--- src/ipv4hp_pkg.sv ---
`timescale 1ns / 1ps

package ipv4hp_pkg;

    // Fixed part of the IPv4 header
    localparam int FIXED_HEADER_BYTES = 20;
    localparam int HDR_IDX_W          = $clog2(FIXED_HEADER_BYTES);

    // Header byte offsets
    localparam int OFS_VER_IHL  = 0;
    localparam int OFS_TLEN_HI  = 2;
    localparam int OFS_TLEN_LO  = 3;
    localparam int OFS_TTL      = 8;
    localparam int OFS_PROTO    = 9;
    localparam int OFS_CSUM_HI  = 10;
    localparam int OFS_CSUM_LO  = 11;
    localparam int OFS_SRC      = 12;
    localparam int OFS_DST      = 16;

    // Byte counts saturate here
    localparam logic [15:0] COUNT_MAX = 16'hFFFF;

    // Protocol numbers of interest
    localparam logic [7:0] PNUM_ICMP = 8'd1;
    localparam logic [7:0] PNUM_IPIP = 8'd4;
    localparam logic [7:0] PNUM_TCP  = 8'd6;
    localparam logic [7:0] PNUM_UDP  = 8'd17;
    localparam logic [7:0] PNUM_IPV6 = 8'd41;
    localparam logic [7:0] PNUM_MPLS = 8'd137;

    // Next-protocol class codes
    localparam logic [2:0] CLS_PAYLOAD = 3'd0;
    localparam logic [2:0] CLS_TCP     = 3'd1;
    localparam logic [2:0] CLS_UDP     = 3'd2;
    localparam logic [2:0] CLS_ICMP    = 3'd3;
    localparam logic [2:0] CLS_IPIP    = 3'd4;
    localparam logic [2:0] CLS_IPV6    = 3'd5;
    localparam logic [2:0] CLS_MPLS    = 3'd6;
    localparam logic [2:0] CLS_NONE    = 3'd7;

    // Packed result width on the output stream
    localparam int RESULT_W = 145;
    localparam int M_DATA_W = ((RESULT_W + 7) / 8) * 8;

    // Packet accumulation state handed to the result stage
    typedef struct packed {
        logic                                fin;
        logic [15:0]                         count;
        logic [16:0]                         sum;
        logic [FIXED_HEADER_BYTES-1:0][7:0]  hdr;
    } t_acc_state;

    // One result, last field in the lowest bits
    typedef struct packed {
        logic [7:0]  time_to_live;
        logic [31:0] dest_address;
        logic [31:0] source_address;
        logic [7:0]  protocol_number;
        logic [15:0] trimmed_size;
        logic [15:0] layer_size;
        logic [5:0]  options_length;
        logic [15:0] total_length;
        logic [5:0]  header_bytes;
        logic [2:0]  next_proto_class;
        logic        lengths_valid;
        logic        checksum_good;
    } t_result;

    // Output queue status
    typedef struct packed {
        logic out_vld;
        logic skd_vld;
    } t_q_stat;

    function automatic logic [2:0] proto_class(input logic [7:0] p);
        logic [2:0] c;
        case (p)
            PNUM_TCP:  c = CLS_TCP;
            PNUM_UDP:  c = CLS_UDP;
            PNUM_ICMP: c = CLS_ICMP;
            PNUM_IPIP: c = CLS_IPIP;
            PNUM_IPV6: c = CLS_IPV6;
            PNUM_MPLS: c = CLS_MPLS;
            default:   c = CLS_PAYLOAD;
        endcase
        return c;
    endfunction

endpackage

--- src/ipv4hp_accum.sv ---
`timescale 1ns / 1ps

module ipv4hp_accum
    import ipv4hp_pkg::*;
(
    input  logic       i_clk,
    input  logic       i_rst_n,
    input  logic       i_acc,     // byte request accepted
    input  logic       i_hold,    // finished packet waits for queue room
    input  logic [7:0] i_byte,
    input  logic       i_last,
    output t_acc_state o_st
);

    logic [FIXED_HEADER_BYTES-1:0][7:0] r_hdr, n_hdr;
    logic [15:0]                        r_count, n_count;
    logic [16:0]                        r_sum, n_sum;
    logic                               r_fin, n_fin;

    logic [15:0] base_count;
    logic [16:0] base_sum;
    logic [17:0] sum_add;
    logic [15:0] addend;

    // Start from a cleared packet right after a result was taken
    assign base_count = r_fin ? 16'd0 : r_count;
    assign base_sum   = r_fin ? 17'd0 : r_sum;

    // Place the byte in its half of the 16-bit word
    assign addend  = base_count[0] ? {8'd0, i_byte} : {i_byte, 8'd0};
    assign sum_add = {1'b0, base_sum} + {2'b0, addend};

    always_comb begin
        n_hdr   = r_fin ? '0 : r_hdr;
        n_count = base_count;
        n_sum   = base_sum;
        n_fin   = 1'b0;
        if (i_hold) begin
            // Hold the finished packet until the queue takes it
            n_hdr   = r_hdr;
            n_count = r_count;
            n_sum   = r_sum;
            n_fin   = r_fin;
        end else if (i_acc) begin
            // Capture fixed header bytes and fold all but the checksum bytes into the sum
            if (base_count < 16'(FIXED_HEADER_BYTES)) begin
                n_hdr[base_count[HDR_IDX_W-1:0]] = i_byte;
                if (base_count != 16'(OFS_CSUM_HI) && base_count != 16'(OFS_CSUM_LO)) begin
                    n_sum = {1'b0, sum_add[15:0]} + {15'd0, sum_add[17:16]};
                end
            end
            if (base_count != COUNT_MAX) begin
                n_count = base_count + 16'd1;
            end
            n_fin = i_last;
        end
    end

    always_ff @(posedge i_clk) begin
        if (!i_rst_n) begin
            r_hdr   <= '0;
            r_count <= '0;
            r_sum   <= '0;
            r_fin   <= 1'b0;
        end else begin
            r_hdr   <= n_hdr;
            r_count <= n_count;
            r_sum   <= n_sum;
            r_fin   <= n_fin;
        end
    end

    assign o_st = '{fin: r_fin, count: r_count, sum: r_sum, hdr: r_hdr};

endmodule

--- src/ipv4hp_result.sv ---
`timescale 1ns / 1ps

module ipv4hp_result
    import ipv4hp_pkg::*;
(
    input  logic       i_clk,
    input  logic       i_rst_n,
    input  t_acc_state i_st,
    input  logic       i_chk_en,
    input  logic       i_ready,   // downstream takes the request
    output t_result    o_res,
    output t_q_stat    o_q
);

    t_result     res;
    logic [15:0] cap;
    logic [15:0] tl;
    logic [15:0] csum;
    logic [16:0] fold;
    logic [5:0]  hl;
    logic [5:0]  opts;
    logic        full;
    logic        valid;

    t_result r_out, r_skd;
    logic    r_out_vld, r_skd_vld;
    logic    push, pop;

    // Evaluate the finished packet
    assign cap  = i_st.count;
    assign full = cap >= 16'(FIXED_HEADER_BYTES);
    assign hl   = {i_st.hdr[OFS_VER_IHL][3:0], 2'b00};
    assign tl   = {i_st.hdr[OFS_TLEN_HI], i_st.hdr[OFS_TLEN_LO]};
    assign csum = {i_st.hdr[OFS_CSUM_HI], i_st.hdr[OFS_CSUM_LO]};
    assign fold = {1'b0, i_st.sum[15:0]} + {16'd0, i_st.sum[16]};

    assign valid = full && (hl >= 6'(FIXED_HEADER_BYTES)) && ({10'd0, hl} <= tl);

    always_comb begin
        // Keep options only when the whole header was captured
        opts = 6'd0;
        if (valid && hl > 6'(FIXED_HEADER_BYTES) && cap >= {10'd0, hl}) begin
            opts = hl - 6'(FIXED_HEADER_BYTES);
        end

        res.checksum_good    = i_chk_en && full && (~fold[15:0] == csum);
        res.lengths_valid    = valid;
        res.header_bytes     = hl;
        res.total_length     = tl;
        res.options_length   = opts;
        res.protocol_number  = i_st.hdr[OFS_PROTO];
        res.time_to_live     = i_st.hdr[OFS_TTL];
        res.source_address   = {i_st.hdr[OFS_SRC], i_st.hdr[OFS_SRC+1],
                                i_st.hdr[OFS_SRC+2], i_st.hdr[OFS_SRC+3]};
        res.dest_address     = {i_st.hdr[OFS_DST], i_st.hdr[OFS_DST+1],
                                i_st.hdr[OFS_DST+2], i_st.hdr[OFS_DST+3]};
        if (valid) begin
            res.next_proto_class = proto_class(i_st.hdr[OFS_PROTO]);
            res.layer_size       = 16'(FIXED_HEADER_BYTES) + {10'd0, opts};
            res.trimmed_size     = (cap > tl) ? tl : cap;
        end else begin
            res.next_proto_class = CLS_NONE;
            res.layer_size       = cap;
            res.trimmed_size     = cap;
        end
    end

    // Two-entry output queue: output register plus skid register
    assign pop  = r_out_vld && i_ready;
    assign push = i_st.fin && !r_skd_vld;

    always_ff @(posedge i_clk) begin
        if (!i_rst_n) begin
            r_out_vld <= 1'b0;
            r_skd_vld <= 1'b0;
        end else if (!r_out_vld || pop) begin
            r_out_vld <= r_skd_vld || push;
            r_skd_vld <= 1'b0;
        end else if (push) begin
            r_skd_vld <= 1'b1;
        end
    end

    always_ff @(posedge i_clk) begin
        if (!r_out_vld || pop) begin
            r_out <= r_skd_vld ? r_skd : res;
        end else if (push) begin
            r_skd <= res;
        end
    end

    assign o_res = r_out;
    assign o_q   = '{out_vld: r_out_vld, skd_vld: r_skd_vld};

endmodule

--- src/ipv4_header_parser.sv ---
`timescale 1ns / 1ps

// Channel   Dir  Signals                          Contents
// --------  ---  -------------------------------  ------------------------------------
// s stream  in   i_s_tvalid/o_s_tready/i_s_tdata  packet byte [7:0]
//                i_s_tlast                        last captured byte of the packet
// m stream  out  o_m_tvalid/i_m_tready/o_m_tdata  one result per packet (see o_m_tdata)
// config    in   i_cfg_we/i_cfg_wdata             checksum check enable
//
// One byte is taken per cycle while o_s_tready is high. A result is valid on o_m_tdata once
// the accumulator has registered the packet as finished on accepting its last byte, and
// the output queue has then registered the result.
// Reset (synchronous, active low) clears the packet state and sets checksum
// checking on. A two-entry output queue absorbs downstream stalls; a finished packet
// that finds both entries full holds in the accumulator and o_s_tready drops until room opens.

module ipv4_header_parser
    import ipv4hp_pkg::*;
(
    input  logic                i_clk,
    input  logic                i_rst_n,
    input  logic                i_s_tvalid,
    output logic                o_s_tready,
    input  logic [7:0]          i_s_tdata,   // [7:0] data_byte
    input  logic                i_s_tlast,
    output logic                o_m_tvalid,
    input  logic                i_m_tready,
    // [0] checksum_good, [1] lengths_valid, [4:2] next_proto_class,
    // [10:5] header_bytes, [26:11] total_length, [32:27] options_length,
    // [48:33] layer_size, [64:49] trimmed_size, [72:65] protocol_number,
    // [104:73] source_address, [136:105] dest_address, [144:137] time_to_live,
    // [151:145] zero
    output logic [M_DATA_W-1:0] o_m_tdata,
    input  logic                i_cfg_we,
    input  logic                i_cfg_wdata
);

    t_acc_state st;
    t_result    res;
    t_q_stat    q;
    logic       r_chk_en;
    logic       s_acc;
    logic       acc_hold;

    // Checksum check enable register
    always_ff @(posedge i_clk) begin
        if (!i_rst_n) begin
            r_chk_en <= 1'b1;
        end else if (i_cfg_we) begin
            r_chk_en <= i_cfg_wdata;
        end
    end

    // Hold input while a result waits on a full queue
    assign acc_hold   = st.fin && q.skd_vld;
    assign o_s_tready = !acc_hold;
    assign s_acc      = i_s_tvalid && o_s_tready;

    ipv4hp_accum u_accum (
        .i_clk   (i_clk),
        .i_rst_n (i_rst_n),
        .i_acc   (s_acc),
        .i_hold  (acc_hold),
        .i_byte  (i_s_tdata),
        .i_last  (i_s_tlast),
        .o_st    (st)
    );

    ipv4hp_result u_result (
        .i_clk    (i_clk),
        .i_rst_n  (i_rst_n),
        .i_st     (st),
        .i_chk_en (r_chk_en),
        .i_ready  (i_m_tready),
        .o_res    (res),
        .o_q      (q)
    );

    assign o_m_tvalid = q.out_vld;
    assign o_m_tdata  = {(M_DATA_W - RESULT_W)'(0), res};

    // A last byte always leaves a finished packet behind
    a_last_fin: assert property (@(posedge i_clk) disable iff (!i_rst_n)
        s_acc && i_s_tlast |=> st.fin)
        else $error("last byte did not finish the packet");

    // A finished packet with queue room reaches the output
    a_fin_out: assert property (@(posedge i_clk) disable iff (!i_rst_n)
        st.fin && !q.skd_vld |=> o_m_tvalid)
        else $error("finished packet not queued");

    // Skid entry only exists behind an occupied output register
    a_skid_order: assert property (@(posedge i_clk) disable iff (!i_rst_n)
        q.skd_vld |-> q.out_vld)
        else $error("skid register valid with empty output register");

    // Well-formed results carry a full fixed header length and a protocol class
    a_len_ok: assert property (@(posedge i_clk) disable iff (!i_rst_n)
        o_m_tvalid && res.lengths_valid |->
            res.header_bytes >= 6'(FIXED_HEADER_BYTES) &&
            res.next_proto_class != CLS_NONE)
        else $error("valid lengths with short header or no class");

endmodule

--- config.mk ---
export PLATFORM = sky130hd
export DESIGN_NAME = ipv4_header_parser
export DESIGN_NICKNAME = d
export VERILOG_FILES = /design/src/ipv4hp_pkg.sv /design/src/ipv4hp_accum.sv /design/src/ipv4hp_result.sv /design/src/ipv4_header_parser.sv
export SDC_FILE = /design/constraint.sdc
export NUM_CORES = 1
export LEC_CHECK = 0
export ABC_CLOCK_PERIOD_IN_PS = 17100
export BUFFER_PORTS_ARGS = -buffer_cell sky130_fd_sc_hd__buf_2
export CORE_MARGIN = 1.5
export CORE_UTILIZATION = 58
export DETAILED_ROUTE_END_ITERATION = 16
export GPL_TIMING_DRIVEN = 1
export PLACE_DENSITY = 0.8
export SLEW_MARGIN = 20
export SYNTH_ARGS = -nofsm -noshare
export SYNTH_HDL_FRONTEND = slang
export SYNTH_SLANG_ARGS = --single-unit
export TNS_END_PERCENT = 30
--- constraint.sdc ---
create_clock -name i_clk -period 17.1 [get_ports i_clk]
set_input_delay 0 -clock i_clk [delete_from_list [all_inputs] [get_ports i_clk]]
set_output_delay 0 -clock i_clk [all_outputs]
set_load 0.01 [all_outputs]
==> impl_metrics.env <==
export IMPL_status="finished, final reports clean"
export IMPL_post_cts_setup_buffers=0
export IMPL_cts_sinks=435
export IMPL_worst_slew_pin_slew_ns=1.14
export IMPL_fin_tns_setup_ns=0
export IMPL_cts_resized=0
export IMPL_synth_top_area_share_pct=39.7
export IMPL_rsz0062_at_grt="false"
export IMPL_globalRouteTotalUtil_pct=26.5
export IMPL_start_util_pct=58.6
export IMPL_synth_cells=1977
export IMPL_grt_start_max_net_pins=200
export IMPL_grt_pass1_vias=14800
export IMPL_drc=0
export IMPL_die_area_um2=38000
export IMPL_totalWireLength_um=51600
export IMPL_wl_per_cell_um=20.1
export IMPL_clockBufferDepth=3
export IMPL_numCtsBuffers=43
export IMPL_maxCapViolations=0
export IMPL_required_ns=17.58
export IMPL_diodes=0
export IMPL_drive_above_1_share_pct=19.2
export IMPL_synth_xor_area_share_pct=1.72
export IMPL_fin_crit_ns=5.86
export IMPL_drtIter0Drc=1568
export IMPL_synth_async_reset_ratio_pct=0
export IMPL_dpl_hpwl_um=32300
export IMPL_synth_area_leaders="edfxtp_1, dfxtp_1, mux2_2, nand2_1, o21a_1"
export IMPL_die_h_um=195
export IMPL_synth_simple_gate_area_share_pct=15.7
export IMPL_crit_fanout=76
export IMPL_path_clk_slew_ns=0.06
export IMPL_nets=2135
export IMPL_synth_adder_area_share_pct=3.06
export IMPL_synth_top_family_by_area="simple AND/OR/NAND/NOR gates"
export IMPL_viasPerCell=6.08
export IMPL_drv_slew=0
export IMPL_rows=70
export IMPL_core_area_um2=36400
export IMPL_htree_levels=2
export IMPL_portBuffers=157
export IMPL_hold_violations=0
export IMPL_die_x_um=195
export IMPL_antenna_found_initial=0
export IMPL_synth_top_area_cell="edfxtp_1"
export IMPL_postRouteAntennaNets=0
export IMPL_skew_ns=0.0174
export IMPL_grt_ovfl_total=0
export IMPL_power_mw=2.24
export IMPL_p_leak_nw=9.18
export IMPL_drtPass1Iterations=6
export IMPL_finalCritPeriodShare_pct=34.3
export IMPL_cts_root_buf="clkbuf_16"
export IMPL_yosys_warnings=0
export IMPL_num_io_pins=169
export IMPL_finalWeightedCongestion=0.907
export IMPL_placed_cells=2485
export IMPL_area_growth_pct=11.2
export IMPL_crit_type="reg2reg"
export IMPL_setup_viol=0
export IMPL_p_per_area_nw_per_um2=94.5
export IMPL_synth_enable_flop_cells=282
export IMPL_ir_drop_uv=66.7
export IMPL_cts_tree="yes"
export IMPL_synth_distinct_cells=86
export IMPL_critPathArrivalTime_ns=6.34
export IMPL_endpoint_kind="register"
export IMPL_ctsHoldBuffers=7
export IMPL_grt_pass1_wl_um=80500
export IMPL_syn_mean_instance_area_um2=10.8
export IMPL_synth_compound_area_share_pct=13.8
export IMPL_ys_ff_latch=435
export IMPL_muxShareOfSynthArea_pct=8.10
export IMPL_ys_seq_area_share_pct=54.0
export IMPL_fin_cells=2572
export IMPL_netlist_area_um2=21300
export IMPL_worst_skew_pair_late_latency_ns=0.56
export IMPL_synth_main_ff_cell="edfxtp_1"
export IMPL_hp_class="in2reg"
export IMPL_critPathLaunchType="register"
export IMPL_clock_fmax_mhz=171
export IMPL_max_slew_margin_pct=24.2
export IMPL_vias=15600
==> layout by cell type, fill, tap and decap left out, types with 28 or more instances in the layout <==
cell / instances
a21oi_1: 89
and2_1: 70
buf_2: 156
clkbuf_16: 43
dfxtp_1: 151
edfxtp_1: 282
ha_1: 49
inv_1: 40
mux2_2: 122
mux2i_1: 31
nand2_1: 331
nand3_1: 31
nor2_1: 52
nor2b_1: 56
o21a_1: 84
o21ai_0: 115
o221ai_1: 39
xnor2_1: 28
==> layout make-up <==
| type | count | area, um2 |
|---|---|---|
| Multi-Input combinational cell | 1370 | 9100 |
| Sequential cell | 435 | 11500 |
| Tap cell | 468 | 586 |
| Inverter | 42 | 158 |
| Clock inverter | 20 | 168 |
| Fill cell | 2701 | 12700 |
| Timing Repair Buffer | 177 | 968 |
| Clock buffer | 60 | 1200 |
==> Yosys cell counts (8+ instances only) <==
library cell and instances:
xnor2_1 28, nor2b_1 56, or3_1 12, nor2_1 53
a31oi_1 8, mux2i_1 31, dfxtp_1 153, and4_1 9
a22oi_1 27, nand4_1 12, buf_4 12, ha_1 49
and3_1 8, inv_1 40, xor2_1 14, o21ai_0 115
a21boi_0 10, and2_1 71, nor3_1 15, a21oi_1 89
nand2b_1 10, a21o_1 13, o221ai_1 39, edfxtp_1 282
buf_2 12, clkbuf_1 107, o21a_1 84, nand3_1 31
o211ai_1 9, o31ai_1 12, nand2_1 331, mux2_2 122
==> state kept, by name (all words and copies together), names as in the netlist, 16 cells and up <==
| signal | flops |
|---|---|
| u_result.o_res | 141 |
| u_result.r_skd | 141 |
| u_accum.r_sum | 17 |
| u_accum.r_count | 16 |
| u_accum.o_st | 116 |
==> worst paths after layout <==
kind | startpoint | end | cells after the start | slack (ns)
hold / removal | i_s_tdata[4] | u_accum.o_st[68] | 3 | 0.13
setup reg to reg | u_accum.r_fin | u_accum.r_sum[14] | 18 | 11.24
setup / recovery | u_accum.r_fin | u_accum.r_sum[14] | 18 | 11.24
hold reg to reg | u_accum.o_st[26] | u_result.r_skd[13] | 0 | 0.45
==> stage by stage <==
step	utilization, %	hold slack [ns]	setup WS, ns	instance area, um2
floorplan	-	0.128	5.13	21400
global placement	61.2	0.274	11.41	22300
detailed placement	61.2	0.276	11.38	22300
CTS	65.1	0.0997	11.34	23700
global route	65.1	0.134	10.96	23700
finish	65.1	0.126	11.24	23700
==> layer usage <==
layer | wire length [um] | global-route usage, % | up-vias | part of all wire [%]
met5 | 0 | 0 | - | 0
met2 | 24600 | 43.2 | 569 | 48
met3 | 3130 | 2.98 | 83 | 6.1
met4 | 1240 | 8.53 | 0 | 2.4
li1 | - | - | 7341 | -
met1 | 22600 | 37.2 | 7640 | 44
==> report_power, final <==
group	total [mW]	internal, mW	switching (mW)
combinational	0.177	0.0666	0.110
clock	0.920	0.523	0.396
sequential	1.15	1.13	0.0180
==> worst max-delay path: stages, from the launching register on <==
cell and delay (ns):
dfxtp_4 0.48, buf_4 0.59, buf_4 0.74, nor2b_1 0.13, ha_1 0.24, or3_1 0.37, o31ai_1 0.43, o21ai_0 0.16
a21oi_1 0.20, xor2_1 0.17, ha_1 0.18, inv_1 0.05, fa_1 0.39, or2_2 0.32, nor4_1 0.35, and4_1 0.31
inv_1 0.08, or4_1 0.40, nand3_1 0.09
==> kinds of logic (layout without fill, tap and decap cells) <==
logic type	Yosys count	in the layout
adders and majority gates	51	51
other	1	11
DFF	435	435
buffers and inverters	182	299
xor gates and xnor gates	42	42
muxes	157	157
AOI/OAI and AO/OA	445	445
and+or+nand+nor	664	664
Note: power is estimated with default switching activity, not from simulation.
